File: src/hdl/bps_pkg.sv
// ----------------------------------------------------------------------------
// bps_pkg
// Shared types and constants of the bilinear pixel sampler.
// ----------------------------------------------------------------------------
package bps_pkg;

	localparam int FRAC_BITS = 8;
	localparam int SIZE_W    = 12;
	localparam int WGT_W     = FRAC_BITS + 1;
	localparam int CWT_W     = 2 * FRAC_BITS + 1;
	localparam int CH_W      = 8;
	localparam int NUM_CH    = 4;
	localparam int PIX_W     = CH_W * NUM_CH;
	localparam int CFG_IDX_W = 1;

	localparam logic [WGT_W-1:0]  W_ONE      = WGT_W'(1 << FRAC_BITS);
	localparam logic [SIZE_W-1:0] SIZE_RESET = SIZE_W'(256);
	localparam int                ROUND_HALF = 128 * 256;

	localparam logic [CFG_IDX_W-1:0] REG_FRAME_WIDTH  = 1'b0;
	localparam logic [CFG_IDX_W-1:0] REG_FRAME_HEIGHT = 1'b1;

	// Weight pair of one axis: w1 for the left/top, w2 for the right/bottom.
	typedef struct packed {
		logic [WGT_W-1:0] w1;
		logic [WGT_W-1:0] w2;
	} wpair_t;

	// Corner weights; they always sum to 65536.
	typedef struct packed {
		logic [CWT_W-1:0] w11;
		logic [CWT_W-1:0] w21;
		logic [CWT_W-1:0] w12;
		logic [CWT_W-1:0] w22;
	} cwt_t;

endpackage

File: src/hdl/bps_axis.sv
// ----------------------------------------------------------------------------
// bps_axis
// Resolves one axis: clamps the position, picks the neighbour index and
// forms the 9-bit weight pair, with the edge clamp at the frame border.
// ----------------------------------------------------------------------------
module bps_axis import bps_pkg::*; #(
	parameter int INT_BITS = 12
) (
	input  logic [INT_BITS+FRAC_BITS-1:0] pos,
	input  logic [SIZE_W-1:0]             size,
	output logic [INT_BITS-2:0]           idx,
	output wpair_t                        wgt
);

	localparam int POS_W = INT_BITS + FRAC_BITS;
	localparam int CMP_W = ((INT_BITS > SIZE_W) ? INT_BITS : SIZE_W) + 1;

	logic                 neg;
	logic [INT_BITS-2:0]  ipart;
	logic [FRAC_BITS-1:0] frac;
	logic [SIZE_W-1:0]    size_eff;
	logic [CMP_W-1:0]     ipart_nxt;
	logic [CMP_W-1:0]     idx_wide;
	logic                 at_edge;

	always_comb begin
		neg      = pos[POS_W-1];
		ipart    = neg ? '0 : pos[POS_W-2:FRAC_BITS];
		frac     = neg ? '0 : pos[FRAC_BITS-1:0];
		size_eff = (size < SIZE_W'(2)) ? SIZE_W'(2) : size;
		ipart_nxt = CMP_W'(ipart) + CMP_W'(1);
		at_edge  = (ipart_nxt >= CMP_W'(size_eff));
		// On the edge the sample sits on the last pixel: left/top is size-2, size taken as at least 2.
		idx_wide = at_edge ? (CMP_W'(size_eff) - CMP_W'(2)) : CMP_W'(ipart);
		idx      = idx_wide[INT_BITS-2:0];
		wgt.w1   = at_edge ? '0 : (W_ONE - WGT_W'(frac));
		wgt.w2   = at_edge ? W_ONE : WGT_W'(frac);
	end

endmodule

File: config.mk
export PLATFORM = sky130hd
export DESIGN_NAME = bps_axis
export DESIGN_NICKNAME = d
export VERILOG_FILES = /design/src/hdl/bps_pkg.sv /design/src/hdl/bps_axis.sv
export SDC_FILE = /design/constraint.sdc
export NUM_CORES = 1
export LEC_CHECK = 0
export BUFFER_PORTS_ARGS = -buffer_cell sky130_fd_sc_hd__buf_2
export CAP_MARGIN = 30
export CORE_AREA = 3 3 51 53
export DETAILED_ROUTE_END_ITERATION = 12
export DIE_AREA = 0 0 54 56
export PLACE_DENSITY = 0.95
export SLEW_MARGIN = 10
export SYNTH_ARGS = -nofsm -noshare
export SYNTH_HDL_FRONTEND = slang
export SYNTH_SLANG_ARGS = --single-unit
File: constraint.sdc
create_clock -name vclk -period 6.9
set_input_delay 0.345 -clock vclk [all_inputs]
set_output_delay 0.345 -clock vclk [all_outputs]
set_load 0.05 [all_outputs]
After elaboration in Yosys (flattened, before gate mapping)
Cells that the tools add are included.
{ "word_totals": {"mem_count": 0, "latch_bits": 0, "romBits": 0, "ram_bits": 0, "reg_bits": 0} }
{ "op_classes": {"eq_ne": 0, "mux": 6, "shift": 0, "n_div": 0, "reduce_logical": 0, "add_sub_neg": 3, "bitwise": 0, "multipliers": 0, "order_cmp": 2} }
{ "op_table": {"columns": ["op", "n"], "rows": [
  ["11-bit 2-to-1 mux", 2],
  ["9-bit 2-to-1 mux", 2],
  ["11-bit by 1-bit adder with 12-bit output, second input constant", 1],
  ["12-bit >= comparator", 1],
  ["12-bit by 2-bit less-than comparator with 1-bit output, second input constant", 1],
  ["12-bit 2-to-1 mux", 1],
  ["11-bit by 2-bit subtractor with 11-bit output, second input constant", 1],
  ["9-bit by 8-bit subtractor with 9-bit output, first input constant", 1],
  ["8-bit 2-to-1 mux", 1]
]} }

Longest topological paths before layout
{ "depth": {"depth_word": 4, "mapped_depth": 16, "depth_no_buf": 12} }

Worst setup path after synthesis
Ideal clock, no wire load.
{ "synth_path": {"path_type": "input to output", "from": "input pos[19]", "to": "output wgt[9] in the netlist's numbering", "setup_slack_ps": 2168, "arrival_ps": 4387, "path_stages": 16, "cell_sequence": "clkbuf_1 -> nor2b_1 -> ha_1 -> nand3_1 -> nor4_1 -> nand3_1 -> xor2_1 -> nor2_1 -> ha_1 -> a21o_1 -> a21oi_1 -> o21ai_0 -> buf_2 -> buf_2 -> nor3b_1 -> buf_4"} }
{ "synth_rtl": {"columns": ["item", "line", "source"], "rows": [
  ["start, declared", "bps_axis.sv:9", "input logic [INT_BITS+FRAC_BITS-1:0] pos,"],
  ["end, declared", "bps_axis.sv:12", "output wpair_t wgt"]
]} }

Worst setup path in the final report
{ "layout_path": {"from": "input pos[19]", "to": "output idx[1]"} }
{ "layout_via": {"elab_chain_cells": 4} }
{ "layout_lines": {"columns": ["item", "line", "source"], "rows": [
  ["11-bit 2-to-1 mux *", "bps_axis.sv:28", "ipart = neg ? '0 : pos[POS_W-2:FRAC_BITS];"],
  ["11-bit by 1-bit adder with 12-bit output", "bps_axis.sv:31", "ipart_nxt = CMP_W'(ipart) + CMP_W'(1);"],
  ["12-bit >= comparator", "bps_axis.sv:32", "at_edge = (ipart_nxt >= CMP_W'(size_eff));"],
  ["11-bit 2-to-1 mux *", "bps_axis.sv:34", "idx_wide = at_edge ? (CMP_W'(size_eff) - CMP_W'(2)) : CMP_W'(ipart);"],
  ["end, declared", "bps_axis.sv:11", "output logic [INT_BITS-2:0] idx,"]
]} }
Mark *: on every way between the ends. The rest lies on a longest branch, timed or not.

==> run metrics <==
Initial Utilization 51.91%; Die ar. 3024 um2; post-DR wirelength/cell 11.97 um; Post-DP Area 1445 um2; final hold viol count 0; max capacitance violation total 0; Leakage 0.7412 nW; fin. max-slew vios 0; CLK BUF 0; Yosys cell types 31; post-synth top area share 16.50%; first-pass GRT wire length 4.892 mm; grt total ovfl 0; CTS Hold Bufs 0; Reg area 0 um2; Slew headroom 70.61%; Final Cycle Share 56.88%; RSZ-0062 raised after global routing false; fmax 254.8 MHz; Detailed Place HPWL 2.609 mm; Post-CTS Setup Repair Bufs 0; hold_sp pos[12]; Cells after Synth 178; total nets after synthesis 225; Yosys top cell by area ha_1; Finished Cell Area 1445 um2; routed vias/inst 5.467; dpl ws 2963 ps; Power Density 95.72 nW/um2; Syn Area/Cell 6.390 um2; Fin Hold WS 1122 ps; Slew @ Worst Pin 440.8 ps; Placement Rows 17; Nets 280; seq_cells 0; drt first-iter violations 16; CP Max Fanout 28; Synth area leaders ha_1 17%, mux2i_1 7.9%, xnor2_1 7.7%; gr usage total 19.74%; status finished, final reports clean; largest net degree at the start of global routing 29; Die Y 56 um; WL final 3.100 mm; sequential share of the synthesized area 0%; die width 54 um; Post-Syn Area 1137 um2; PostCTS Resize Cnt 0; core area 2191 um2; post-route minimum period 3925 ps; launch point of the critical path pos[19]; Setup TNS 0 ps; fraction of layout cells with a size suffix above 1 30.30%; vias in the first global route 1235; First-pass DRT Iterations 4; area grow syn2layout 27.06%; Placer Congestion 0.8926; Peak VDD IR 0.00006262 V; # DRC 0; n_diodes 0; Post-synth top cells 19 x nand2_1, 19 x nor2_1, 15 x ha_1, 15 x nor3_1, 14 x inv_1; I/O pin total 61; initial antenna violation count 0; via count 1416; Design Power 0.1383 mW; Finish-stage setup viols 0; CP Capture Type output pin; crit start category input pin; hold crit path type input pin to output pin; PortBufs 61; CP arrival 3580 ps; CP Class input pin to output pin; final worst slack 2975 ps; CP required 6550 ps; Post-DRT Antenna Nets 0; Ys Warns 0
-- worst max-delay path, cell delays in order --
cell and delay, ps:
buf_2 240, nor2b_1 250, ha_1 220, nand3_1 140, nor4_1 420, nand3_1 150, xor2_1 140, nor2_1 50
ha_1 310, nand4_1 100, o21ai_2 290, buf_4 340, mux2_2 360, buf_2 210
-- kinds of logic (layout without fill, tap and decap cells) --
logic type                 after synthesis  after routing  synth area share (%)
AOI/OAI and AO/OA                       24             24                 11.66
xor gates and xnor gates                17             17                 13.09
adders and majority gates               15             15                 16.50
buffers and inverters                   23             76                 8.470
muxes                                   12             12                 10.89
and+or+nand+nor                         87             87                 39.39
-- final timing paths --
check | endpoint | depth (start not counted)
worst max-delay path | idx[1] | 14
worst min-delay path | idx[4] | 4
-- layout by cell type, fill, tap and decap left out, types with 2 or more instances in the layout --
cell type and n:
inv_1 14, nor4_1 3, mux2_2 3, mux2i_1 9, a21oi_1 11, a21o_1 2
nand4_1 2, buf_2 61, a211oi_1 2, o21ai_0 6, nor3_1 15, nor2_1 19
xor2_1 7, xnor2_1 10, nand2_1 19, nand3_1 6, nor2b_1 6, or3_1 3
ha_1 15, nor3b_1 8
-- layout make-up --
class | instances | area (um2)
timing repair buffer | 62 | 312.8
multi-input combinational | 155 | 1045
tap | 28 | 35.03
fill | 210 | 745.7
inverter | 14 | 52.55
-- routing by layer --
| layer | part of all wire [%] | global-route usage [%] | wire [um] | up-vias |
|---|---|---|---|---|
| met5 | 0 | 0 | 0 | - |
| met4 | 0.52 | 2.135 | 16 | 0 |
| met3 | 7.9 | 1.340 | 244 | 4 |
| met2 | 49 | 36.68 | 1508 | 59 |
| met1 | 43 | 24.44 | 1331 | 630 |
| li1 | - | - | - | 723 |
-- stage by stage --
| stage | utilization, % | cells |
|---|---|---|
| after CTS | 65.96 | 259 |
| after floorplan | - | 178 |
| after global placement | 65.96 | 259 |
| final | 65.96 | 259 |
| after global routing | 65.96 | 259 |
| after detailed placement | 65.96 | 259 |
-- power breakdown --
group	internal [mW]	switching, mW	leakage [nW]	total [mW]
Sequential	0	0	0	0
Clock	0	0	0	0
Combinational	0.0408	0.0975	0.741	0.138
Total	0.0408	0.0975	0.741	0.138
Note: power is estimated with default switching activity, not from simulation.
