--- src/hdl/bps_pkg.sv ---
// ----------------------------------------------------------------------------
// bps_pkg
// Shared types and constants of the bilinear pixel sampler.
// ----------------------------------------------------------------------------
package bps_pkg;

	localparam int FRAC_BITS = 8;
	localparam int SIZE_W    = 12;
	localparam int WGT_W     = FRAC_BITS + 1;
	localparam int CWT_W     = 2 * FRAC_BITS + 1;
	localparam int CH_W      = 8;
	localparam int NUM_CH    = 4;
	localparam int PIX_W     = CH_W * NUM_CH;
	localparam int CFG_IDX_W = 1;

	localparam logic [WGT_W-1:0]  W_ONE      = WGT_W'(1 << FRAC_BITS);
	localparam logic [SIZE_W-1:0] SIZE_RESET = SIZE_W'(256);
	localparam int                ROUND_HALF = 128 * 256;

	localparam logic [CFG_IDX_W-1:0] REG_FRAME_WIDTH  = 1'b0;
	localparam logic [CFG_IDX_W-1:0] REG_FRAME_HEIGHT = 1'b1;

	// Weight pair of one axis: w1 for the left/top, w2 for the right/bottom.
	typedef struct packed {
		logic [WGT_W-1:0] w1;
		logic [WGT_W-1:0] w2;
	} wpair_t;

	// Corner weights; they always sum to 65536.
	typedef struct packed {
		logic [CWT_W-1:0] w11;
		logic [CWT_W-1:0] w21;
		logic [CWT_W-1:0] w12;
		logic [CWT_W-1:0] w22;
	} cwt_t;

endpackage

--- src/hdl/bps_lane.sv ---
// ----------------------------------------------------------------------------
// bps_lane
// One byte channel: registers the four weighted corner products, then adds
// them with rounding and returns the blended byte.
// ----------------------------------------------------------------------------
module bps_lane import bps_pkg::*; (
	input  logic            clk,
	input  cwt_t            cwt,
	input  logic [CH_W-1:0] tl,
	input  logic [CH_W-1:0] tr,
	input  logic [CH_W-1:0] bl,
	input  logic [CH_W-1:0] br,
	output logic [CH_W-1:0] chan
);

	localparam int PROD_W = CWT_W + CH_W;
	localparam int SUM_W  = PROD_W + 2;

	logic [PROD_W-1:0] p11_s3, p21_s3, p12_s3, p22_s3;
	logic [SUM_W-1:0]  sum;

	always_ff @(posedge clk) begin
		p11_s3 <= PROD_W'(cwt.w11) * PROD_W'(tl);
		p21_s3 <= PROD_W'(cwt.w21) * PROD_W'(tr);
		p12_s3 <= PROD_W'(cwt.w12) * PROD_W'(bl);
		p22_s3 <= PROD_W'(cwt.w22) * PROD_W'(br);
	end

	always_comb begin
		sum  = SUM_W'(p11_s3) + SUM_W'(p21_s3) + SUM_W'(p12_s3) + SUM_W'(p22_s3)
			+ SUM_W'(ROUND_HALF);
		chan = sum[2*FRAC_BITS+CH_W-1:2*FRAC_BITS];
	end

endmodule

--- config.mk ---
export PLATFORM = sky130hd
export DESIGN_NAME = bps_lane
export DESIGN_NICKNAME = d
export VERILOG_FILES = /design/src/hdl/bps_pkg.sv /design/src/hdl/bps_lane.sv
export SDC_FILE = /design/constraint.sdc
export NUM_CORES = 1
export LEC_CHECK = 0
export BUFFER_PORTS_ARGS = -buffer_cell sky130_fd_sc_hd__buf_2
export CAP_MARGIN = 10
export CORE_ASPECT_RATIO = 2
export CORE_MARGIN = 2
export CORE_UTILIZATION = 35
export DETAILED_ROUTE_END_ITERATION = 12
export PLACE_DENSITY = 0.54
export SLEW_MARGIN = 15
export SYNTH_ARGS = -nofsm -noshare
export SYNTH_HDL_FRONTEND = slang
export SYNTH_SLANG_ARGS = --single-unit
--- constraint.sdc ---
create_clock -name clk -period 5.75 [get_ports clk]
set_input_delay 0.575 -clock clk [delete_from_list [all_inputs] [get_ports clk]]
set_output_delay 0.575 -clock clk [all_outputs]
set_load 0.01 [all_outputs]
; ---- Word level (Yosys, flattened, before mapping)
; Index checks and enable logic that the tools add are counted.
; W data, S select, Z words.
[totals]
register_bits = 96
wordCells = 12
[classes]
add_sub_neg = 4
n_mul = 4
[ops]
columns = cell, count
row1 = $mul A17 B8 Y24, 4
row2 = $add A24 B24 Y24, 3
row3 = $add A24 B16 Y24 const B, 1

; ---- Longest topological paths before layout
; Gate-level depths: netlist of run 1.
[depth]
word_depth = 4
depth_mapped = 18

; ---- Worst setup path after synthesis of run 1
; No wires, ideal clock.
[synth_path]
path_kind = in2reg
start = input port bl[2]
end = register p12_s3[22]
arrival_time_ns = 4.725
required_time_ns = 5.657
path_slack_ns = 0.932
path_stages = 17
path_buffers = 1
cell_sequence = clkbuf_1 > nand2_1 > fa_1 > fa_1 > inv_1 > fa_1 > inv_1 > fa_1 > inv_1 > ha_1 > a21oi_1 > o21ai_2 > o311a_1 > a211o_2 > a211oi_2 > nor2_1 > o311ai_2
[synth_via]
elab_chain_len = 1
[synth_rtl]
columns = element, line
row1 = from (decl), bps_lane.sv:11  ; input logic [CH_W-1:0] bl,
row2 = $mul A17 B8 Y24, bps_lane.sv:25  ; p12_s3 <= PROD_W'(cwt.w12) * PROD_W'(bl);
row3 = to (signal assigned), bps_lane.sv:25
row4 = to (decl), bps_lane.sv:19  ; logic [PROD_W-1:0] p11_s3, p21_s3, p12_s3, p22_s3;
; Every way passes these cells.

; ---- Worst setup path in the final report of run 1
[layout_path]
start = input port br[4]
end = register p22_s3[22]
[layout_via]
elab_chain_len = 1
[layout_rtl]
columns = element, line
row1 = from (decl), bps_lane.sv:12  ; input logic [CH_W-1:0] br,
row2 = $mul A17 B8 Y24, bps_lane.sv:26  ; p22_s3 <= PROD_W'(cwt.w22) * PROD_W'(br);
row3 = to (signal assigned), bps_lane.sv:26
row4 = to (decl), bps_lane.sv:19
; Every way passes these cells.

==> results of run 1 <==
-- path summary, 6_finish.rpt --
check | startpoint | end | slack, ps | cells after the start
setup / recovery | br[4] | p22_s3[22] | 790 | 16
hold / removal | cwt[0] | p22_s3[0] | 570 | 2
-- final cells by class --
type | count | area, sq um | share of cell area (%)
clock buffers | 10 | 229.0 | 1.027
well taps | 762 | 953.4 | 4.278
clock inverters | 6 | 53.80 | 0.2414
repair buffers | 108 | 540.5 | 2.425
flip-flops and latches | 96 | 1922 | 8.622
inverters | 398 | 1494 | 6.703
multi-input cells | 1662 | 17100 | 76.70
-- flip-flops by register name (all words and copies together) (netlist names) --
signal  flops
p12_s3     24
p21_s3     24
p22_s3     24
p11_s3     24
-- critical path, cell delays in order --
cell	delay, ps
sky130_fd_sc_hd__buf_2	300
sky130_fd_sc_hd__and2_1	200
sky130_fd_sc_hd__fa_1	440
sky130_fd_sc_hd__fa_1	520
sky130_fd_sc_hd__fa_1	500
sky130_fd_sc_hd__inv_1	50
sky130_fd_sc_hd__fa_1	480
sky130_fd_sc_hd__inv_1	40
sky130_fd_sc_hd__ha_1	360
sky130_fd_sc_hd__a21o_1	210
sky130_fd_sc_hd__a21oi_1	170
sky130_fd_sc_hd__o21ai_0	220
sky130_fd_sc_hd__o41ai_1	680
sky130_fd_sc_hd__o21ai_0	150
sky130_fd_sc_hd__a21oi_1	200
sky130_fd_sc_hd__xnor2_1	140
-- metal layers --
metal	vias to the layer above	share of wire, %
li1	6968	-
met1	7548	35
met2	250	59
met3	107	2.2
met4	2	4.3
met5	-	0.031
-- stage by stage --
step / setup WS (ps) / cell area [sq um] / std cells / util (%) / hold WS [ps]
6_report: 785.4 / 22290 / 3042 / 38.31 / 568.8
4_1_cts: 756.5 / 22290 / 3042 / 38.31 / 562.4
5_1_grt: 375.6 / 22290 / 3042 / 38.31 / 578.4
2_1_floorplan: 932.1 / 20640 / 2190 / - / 696.7
3_5_place_dp: 436.5 / 22010 / 3026 / 37.82 / 916.0
3_3_place_gp: 532.5 / 22010 / 3026 / 37.82 / 935.0
-- cell usage in the layout (no fill, tap or decap), drive strengths merged, types with 5 or more instances in the layout --
master / netlist / final
a21oi: 63 / 63
clkbuf: 34 / 10
xor2: 19 / 19
and4: 5 / 5
nand3: 24 / 24
fa: 401 / 401
a21o: 36 / 36
nor2b: 15 / 15
nor3: 15 / 15
nor2: 41 / 41
o31ai: 6 / 6
o21a: 17 / 17
xnor2: 63 / 63
buf: 0 / 108
and2: 448 / 448
nand2b: 11 / 11
a311oi: 5 / 5
and3: 12 / 12
nand2: 138 / 138
a21boi: 7 / 7
ha: 213 / 213
nor4: 5 / 5
o21ai: 42 / 42
a31oi: 10 / 10
a211oi: 14 / 14
dfxtp: 96 / 96
o211ai: 9 / 9
inv: 398 / 400
-- cell families after synthesis --
logic type / count (synthesis)
fa+ha+maj: 614
mux: 2
xor+xnor: 82
compound gates: 235
flops: 96
simple gates: 729
buf+inv: 432
==> impl_metrics.sql, run 1 <==
INSERT INTO impl_metrics (metric_group, metric, value, unit) VALUES
('global_routing', 'overflow', '0', ''),
('clock_tree', 'clk_pin_slew_worst_setup_hold_paths', '70', 'ps'),
('timing', 'unrepaired_setup_endpoints_after_global_routing', 'false', ''),
('drt', 'routed_wirelength', '51.27', 'mm'),
('timing', 'min_period_over_period', '86.34', '%'),
('timing', 'setup-tns-final', '0', 'ps'),
('clock_tree', 'clk_buf_depth', '2', ''),
('drt', 'routed-via-count', '14875', ''),
('drt', 'drt_iter0_drc', '622', ''),
('place', 'place.gp.congestion', '0.8575', ''),
('synthesis', 'synth_simple_gate_area_share', '19.88', '%'),
('critical_path', 'critPathRequiredTime', '6030', 'ps'),
('timing', 'tightestPinTransition', '626.1', 'ps'),
('global_routing', 'global_route.usage.met2', '35.64', '%'),
('global_routing', 'grt_max_degree', '18', ''),
('drt', 'detail_route.wl_per_cell', '16.85', 'um'),
('synthesis', 'synth_seq_area_share', '9.311', '%'),
('clock_tree', 'post_cts_buffers', '0', ''),
('status', 'result_of_the_run', 'finished clean', ''),
('critical_path', 'critical_path.startpoint_type', 'input pin', ''),
('synthesis', 'post_synth_xor_area_fraction', '3.480', '%'),
('global_routing', 'global_route.usage.met1', '17.38', '%'),
('drt', 'drt-pass1-iter-count', '4', ''),
('critical_path', 'critical_path_peak_fanout', '17', ''),
('synthesis', 'syn-mean-instance-area', '9.425', 'sq um'),
('synthesis', 'synth-edff-count', '0', ''),
('die', 'die_h', '347.4', 'um'),
('synthesis', 'synth_compound_area_share', '7.572', '%'),
('synthesis', 'synthesized_net_count', '2905', ''),
('timing', 'max_slew_margin', '57.71', '%'),
('run', 'max_cap_violations', '0', ''),
('finish', 'fill_cells', '5911', ''),
('critical_path', 'worst-endpoint-arrival', '5240', 'ps'),
('drt', 'ant_nets', '0', ''),
('clock_tree', 'cts-hold-fix-buffers', '0', ''),
('synthesis', 'synth_largest_area_cell', 'sky130_fd_sc_hd__fa_1', ''),
('synthesis', 'synth_cell_types', '59', ''),
('die', 'io-pin-count', '109', ''),
('drt', 'post-route-drc-count', '0', ''),
('die', 'area_of_the_core', '58180', 'sq um'),
('die', 'floorplan.rows', '125', ''),
('place', 'hpwl_dp', '44.38', 'mm'),
('synthesis', 'number_of_instances_in_the_synthesized_netlist', '2190', ''),
('timing', 'setup_viol_count_final', '0', ''),
('die', 'floorplan.die_area', '61050', 'sq um'),
('clock_tree', 'ctsHtreeMaxLevel', '3', ''),
('synthesis', 'synth_top_family_by_area', 'adder cells', ''),
('global_routing', 'initial_antenna_violation_count', '1', ''),
('finish', 'syn2layout_area_growth', '7.990', '%'),
('synthesis', 'post-synth-top-count-cell', 'sky130_fd_sc_hd__and2_1', ''),
('clock_tree', 'clock_sinks', '96', ''),
('place', 'numPortBuffers', '108', ''),
('synthesis', 'synth.ff_latch_count', '96', ''),
('worst_hold_path', 'holdCritPathClass', 'input pin to flop', ''),
('finish', 'nets', '2990', ''),
('die', 'dieWidth', '175.7', 'um'),
('synthesis', 'synthMuxAreaShare', '0.09699', '%'),
('clock_tree', 'numCtsBuffers', '9', ''),
('die', 'initial_core_util', '35.48', '%'),
('global_routing', 'track_usage', '17.44', '%'),
('synthesis', 'yosys.area.top_type_share', '38.89', '%'),
('clock_tree', 'clock_tree_from_tritoncts', 'yes', ''),
('synthesis', 'synth_ff_type', 'sky130_fd_sc_hd__dfxtp_1', ''),
('timing', 'max_freq', '201.4', 'MHz'),
('critical_path', 'critical_path.endpoint_type', 'flop', ''),
('drt', 'route.detailed.vias_per_inst', '4.890', ''),
('synthesis', 'synth_commonest_cells', 'sky130_fd_sc_hd__and2_1 (448), sky130_fd_sc_hd__fa_1 (401), sky130_fd_sc_hd__inv_1 (398)', ''),
('critical_path', 'worstSetupPathType', 'input pin to flop', ''),
('timing', 'final_hold_viol_count', '0', ''),
('synthesis', 'post_synth_main_area_contributors', 'sky130_fd_sc_hd__fa_1 (39%), sky130_fd_sc_hd__and2_1 (14%), sky130_fd_sc_hd__ha_1 (13%)', ''),
('synthesis', 'synth-warning-count', '0', '');
Power of run 1 is left out: the tool's default activity adds up to more than one toggle a clock period on the data nets, which glitch-free logic cannot reach.
==> inputs of run 2 (changes only) <==
- PLACE_DENSITY: 0.54 -> 0.57
==> impl_metrics.sql, run 2 (same netlist as run 1, synthesis figures left out) <==
INSERT INTO impl_metrics (metric_group, metric, value, unit) VALUES
('worst_hold_path', 'hp-start', 'cwt[0]', ''),
('drt', 'routed_wirelength', '50.09', 'mm'),
('timing', 'setup_viol_count_final', '0', ''),
('die', 'initial_core_util', '35.48', '%'),
('clock_tree', 'cts-hold-fix-buffers', '0', ''),
('clock_tree', 'clock_tree_from_tritoncts', 'yes', ''),
('finish', 'syn2layout_area_growth', '7.832', '%'),
('critical_path', 'critical_path.slowest_cell', 'sky130_fd_sc_hd__o41ai_1', ''),
('worst_hold_path', 'hold_depth', '2', ''),
('place', 'place.gp.congestion', '0.8790', ''),
('timing', 'tightestPinTransition', '594.2', 'ps'),
('critical_path', 'crit_path_cell_trace', 'buf_2 > and2_1 > fa_1 > fa_1 > fa_1 > inv_1 > fa_1 > inv_1 > ha_1 > a21o_1 > a21oi_1 > o21ai_0 > o41ai_1 > o21ai_0 > a21oi_1 > xnor2_1', ''),
('die', 'die_h', '347.4', 'um'),
('global_routing', 'grt_first_pass_wirelength', '83.50', 'mm'),
('timing', 'final_hold_viol_count', '0', ''),
('drt', 'post-route-drc-count', '0', ''),
('finish', 'commonest_cells_after_routing_fill_and_taps_aside', 'sky130_fd_sc_hd__and2_1 (448), sky130_fd_sc_hd__fa_1 (401), sky130_fd_sc_hd__inv_1 (398), sky130_fd_sc_hd__ha_1 (213), sky130_fd_sc_hd__nand2_1 (138)', ''),
('critical_path', 'crit_buf_inv', '3', ''),
('critical_path', 'critical_path.most_common_cell', 'sky130_fd_sc_hd__fa_1', ''),
('finish', 'antenna-diode-count', '0', ''),
('drt', 'drt-pass1-iter-count', '5', ''),
('die', 'floorplan.die_area', '61050', 'sq um'),
('place', 'hpwl_dp', '43.35', 'mm'),
('clock_tree', 'root_driver', 'sky130_fd_sc_hd__clkbuf_16', ''),
('timing', 'report.final.slew_viol_count', '0', ''),
('drt', 'detail_route.wl_per_cell', '16.49', 'um'),
('clock_tree', 'post_cts_buffers', '0', ''),
('timing', 'setup-tns-final', '0', 'ps'),
('timing', 'unrepaired_setup_endpoints_after_global_routing', 'false', ''),
('run', 'max_cap_violations', '0', ''),
('worst_hold_path', 'holdCritPathClass', 'input pin to flop', ''),
('drt', 'route.detailed.vias_per_inst', '4.900', ''),
('global_routing', 'grt_pass1_vias', '16755', ''),
('finish', 'nets', '2990', ''),
('critical_path', 'critPathRequiredTime', '6010', 'ps'),
('clock_tree', 'cts_resized', '0', ''),
('clock_tree', 'clk_pin_slew_worst_setup_hold_paths', '60', 'ps'),
('die', 'floorplan.rows', '125', ''),
('clock_tree', 'clock_sinks', '96', ''),
('timing', 'timing.final.crit_period', '4991', 'ps'),
('finish', 'fill_cells', '5894', ''),
('die', 'io-pin-count', '109', ''),
('drt', 'drt_iter0_drc', '567', ''),
('timing', 'max_slew_margin', '60.10', '%'),
('critical_path', 'critical_path.startpoint_type', 'input pin', ''),
('critical_path', 'critical_path_peak_fanout', '17', ''),
('place', 'numPortBuffers', '108', ''),
('critical_path', 'timing.critical_path.max_delay_family', 'adder cells', ''),
('timing', 'min_period_over_period', '86.80', '%'),
('finish', 'layout_commonest_cell', 'sky130_fd_sc_hd__and2_1', ''),
('global_routing', 'initial_antenna_violation_count', '2', ''),
('timing', 'max_freq', '200.4', 'MHz'),
('clock_tree', 'ctsHtreeMaxLevel', '3', ''),
('clock_tree', 'clk_buf_depth', '2', ''),
('drt', 'routed-via-count', '14887', ''),
('critical_path', 'worstSetupPathType', 'input pin to flop', ''),
('finish', 'fin_util', '38.25', '%'),
('clock_tree', 'numCtsBuffers', '9', ''),
('critical_path', 'critical_path.endpoint_type', 'flop', ''),
('drt', 'ant_nets', '0', ''),
('critical_path', 'cp_slowest_stage_delay', '630', 'ps'),
('critical_path', 'worst-endpoint-arrival', '5250', 'ps'),
('worst_hold_path', 'timing.hold.worst_endpoint', 'p22_s3[0]', ''),
('finish', 'drive_above_1_share', '5.844', '%'),
('global_routing', 'grt_max_degree', '18', ''),
('global_routing', 'track_usage', '17.14', '%'),
('die', 'area_of_the_core', '58180', 'sq um'),
('status', 'result_of_the_run', 'finished clean', ''),
('global_routing', 'overflow', '0', ''),
('critical_path', 'worstSetupPathDepth', '16', ''),
('die', 'dieWidth', '175.7', 'um');
[run 2: changes by cell type in the layout (fill, tap and decap cells not counted), sizes merged]
cell	before	now
clkbuf	10	11
inv	400	398
clkinv	3	0
[run 2: layout make-up]
| class | instances | area, sq um | share of cell area, % |
|---|---|---|---|
| Tap cell | 762 | 953.4 | 4.284 |
| Multi-Input combinational cell | 1662 | 17100 | 76.82 |
| Timing Repair Buffer | 108 | 540.5 | 2.429 |
| Sequential cell | 96 | 1922 | 8.635 |
| Clock buffer | 11 | 242.7 | 1.091 |
| Inverter | 398 | 1494 | 6.712 |
| Clock inverter | 1 | 7.507 | 0.03373 |
[run 2: through the flow]
step / std cells / hold WS (ps) / setup WS [ps] / cell area [sq um]
2_1_floorplan: 2190 / 696.7 / 932.1 / 20640
3_3_place_gp: 3026 / 936.7 / 523.4 / 22010
3_5_place_dp: 3026 / 935.6 / 438.2 / 22010
4_1_cts: 3038 / 578.2 / 771.2 / 22260
5_1_grt: 3038 / 589.1 / 436.3 / 22260
6_report: 3038 / 597.1 / 758.9 / 22260
[run 2: worst max-delay path by stage]
| stage | startpoint | end | slack, ps |
|---|---|---|---|
| 6_report | br[4] | p22_s3[22] | 760 |
| 5_1_grt | br[4] | p22_s3[22] | 440 |
| 4_1_cts | br[4] | p22_s3[22] | 770 |
| 3_5_place_dp | br[4] | p22_s3[22] | 440 |
| 3_3_place_gp | tr[4] | p21_s3[22] | 520 |
| 2_1_floorplan | bl[2] | p12_s3[22] | 930 |
[run 2: metal layers]
metal	vias to the layer above	wire, um	track usage, %
met5	-	11	0
met4	2	2637	8.231
met3	113	1094	1.332
met2	253	28990	34.49
met1	7554	17350	17.32
li1	6965	-	-
Power of run 2 is left out for the same reason.
==> inputs of run 3 (changes only) <==
- CORE_UTILIZATION: 35 -> 50
- PLACE_DENSITY: 0.57 -> 0.73
==> impl_metrics.sql, run 3 (same netlist as run 1, synthesis figures left out) <==
INSERT INTO impl_metrics (metric_group, metric, value, unit) VALUES
('clock_tree', 'numCtsBuffers', '9', ''),
('clock_tree', 'cts_resized', '0', ''),
('place', 'place.gp.congestion', '0.9129', ''),
('clock_tree', 'cts-hold-fix-buffers', '0', ''),
('drt', 'ant_nets', '0', ''),
('die', 'dieWidth', '147.7', 'um'),
('drt', 'post-route-drc-count', '0', ''),
('critical_path', 'timing.critical_path.max_delay_family', 'adder cells', ''),
('timing', 'report.final.slew_viol_count', '0', ''),
('place', 'hpwl_dp', '41.97', 'mm'),
('die', 'floorplan.rows', '105', ''),
('global_routing', 'initial_antenna_violation_count', '0', ''),
('clock_tree', 'clk_buf_depth', '2', ''),
('global_routing', 'grt_first_pass_wirelength', '81.74', 'mm'),
('timing', 'setup_viol_count_final', '0', ''),
('global_routing', 'overflow', '0', ''),
('die', 'die_h', '291.3', 'um'),
('place', 'total_placed_cells_including_tap_cells', '2799', ''),
('timing', 'max_slew_margin', '57.11', '%'),
('finish', 'layout_commonest_cell', 'sky130_fd_sc_hd__and2_1', ''),
('drt', 'routed_wirelength', '48.71', 'mm'),
('critical_path', 'worstSetupPathType', 'input pin to flop', ''),
('finish', 'commonest_cells_after_routing_fill_and_taps_aside', 'sky130_fd_sc_hd__and2_1 (448), sky130_fd_sc_hd__fa_1 (401), sky130_fd_sc_hd__inv_1 (398), sky130_fd_sc_hd__ha_1 (213), sky130_fd_sc_hd__nand2_1 (138)', ''),
('clock_tree', 'clock_sinks', '96', ''),
('timing', 'setup-tns-final', '0', 'ps'),
('die', 'area_of_the_core', '40860', 'sq um'),
('critical_path', 'critical_path.most_common_cell', 'sky130_fd_sc_hd__fa_1', ''),
('critical_path', 'critical_path_peak_fanout', '17', ''),
('global_routing', 'grt_max_degree', '20', ''),
('drt', 'route.detailed.vias_per_inst', '5.401', ''),
('critical_path', 'critical_path.slowest_cell', 'sky130_fd_sc_hd__o41ai_1', ''),
('clock_tree', 'clk_pin_slew_worst_setup_hold_paths', '70', 'ps'),
('place', 'numPortBuffers', '108', ''),
('finish', 'antenna-diode-count', '0', ''),
('timing', 'max_freq', '199.3', 'MHz'),
('drt', 'drt-pass1-iter-count', '5', ''),
('worst_hold_path', 'holdCritPathClass', 'input pin to flop', ''),
('drt', 'routed-via-count', '15205', ''),
('critical_path', 'worst-endpoint-arrival', '5290', 'ps'),
('die', 'io-pin-count', '109', ''),
('critical_path', 'cp_slowest_stage_delay', '630', 'ps'),
('critical_path', 'critPathRequiredTime', '6030', 'ps'),
('finish', 'fill_cells', '3669', ''),
('critical_path', 'crit_path_cell_trace', 'buf_2 > and2_1 > fa_1 > fa_1 > fa_1 > inv_1 > fa_1 > inv_1 > ha_1 > a21o_1 > a21oi_1 > o21ai_0 > o41ai_1 > o21ai_0 > a21oi_1 > xnor2_1', ''),
('finish', 'nets', '2990', ''),
('finish', 'drive_above_1_share', '6.053', '%'),
('global_routing', 'track_usage', '23.74', '%'),
('run', 'max_cap_violations', '0', ''),
('finish', 'finalNonFillerCells', '2815', ''),
('drt', 'detail_route.wl_per_cell', '17.30', 'um'),
('timing', 'tightestPinTransition', '636.6', 'ps'),
('global_routing', 'grt_pass1_vias', '17288', ''),
('clock_tree', 'clock_tree_from_tritoncts', 'yes', ''),
('timing', 'timing.final.crit_period', '5019', 'ps'),
('critical_path', 'critical_path.startpoint_type', 'input pin', ''),
('die', 'floorplan.die_area', '43020', 'sq um'),
('clock_tree', 'ctsHtreeMaxLevel', '3', ''),
('clock_tree', 'root_driver', 'sky130_fd_sc_hd__clkbuf_16', ''),
('critical_path', 'critical_path.endpoint_type', 'flop', ''),
('timing', 'unrepaired_setup_endpoints_after_global_routing', 'false', ''),
('drt', 'drt_iter0_drc', '523', ''),
('finish', 'syn2layout_area_growth', '6.796', '%'),
('die', 'initial_core_util', '50.52', '%'),
('clock_tree', 'post_cts_buffers', '0', ''),
('timing', 'final_hold_viol_count', '0', ''),
('status', 'result_of_the_run', 'finished clean', ''),
('critical_path', 'crit_buf_inv', '3', ''),
('timing', 'min_period_over_period', '87.28', '%');
==> run 3: cell count changes in the layout (fill, tap and decap cells not counted), sizes merged <==
cell      change
clkinv        +1
bufinv        +1
clkbuf        -2
inv           +3
clkinvlp      +1
==> run 3: layout make-up <==
type / count / area [sq um] / area share (%)
Inverter: 398 / 1494 / 6.778
Clock buffer: 9 / 225.2 / 1.022
Sequential cell: 96 / 1922 / 8.719
Timing Repair Buffer: 108 / 540.5 / 2.452
Tap cell: 535 / 669.4 / 3.037
Clock inverter: 7 / 95.09 / 0.4314
Multi-Input combinational cell: 1662 / 17100 / 77.56
==> run 3: per-layer routing <==
metal	wire length [um]	global-route usage (%)	vias up
met3	1088	1.818	161
li1	-	-	6965
met4	3002	13.70	0
met5	0	0	-
met1	16040	23.01	7713
met2	28580	47.59	366
==> run 3: final timing paths <==
kind	from	end	slack (ps)	cells past startpoint
min	cwt[0]	p22_s3[0]	570	2
max	br[4]	p22_s3[22]	730	16
==> run 3: per-stage QoR <==
step / setup slack [ps] / cell area (sq um) / hold slack (ps) / utilization (%)
6_report: 731.2 / 22040 / 571.6 / 53.95
5_1_grt: 469.3 / 22040 / 574.2 / 53.95
4_1_cts: 753.4 / 22040 / 567.9 / 53.95
3_5_place_dp: 427.5 / 21720 / 916.4 / 53.16
3_3_place_gp: 579.8 / 21720 / 918.0 / 53.16
2_1_floorplan: 932.1 / 20640 / 696.7 / -
Power of run 3 is left out for the same reason.
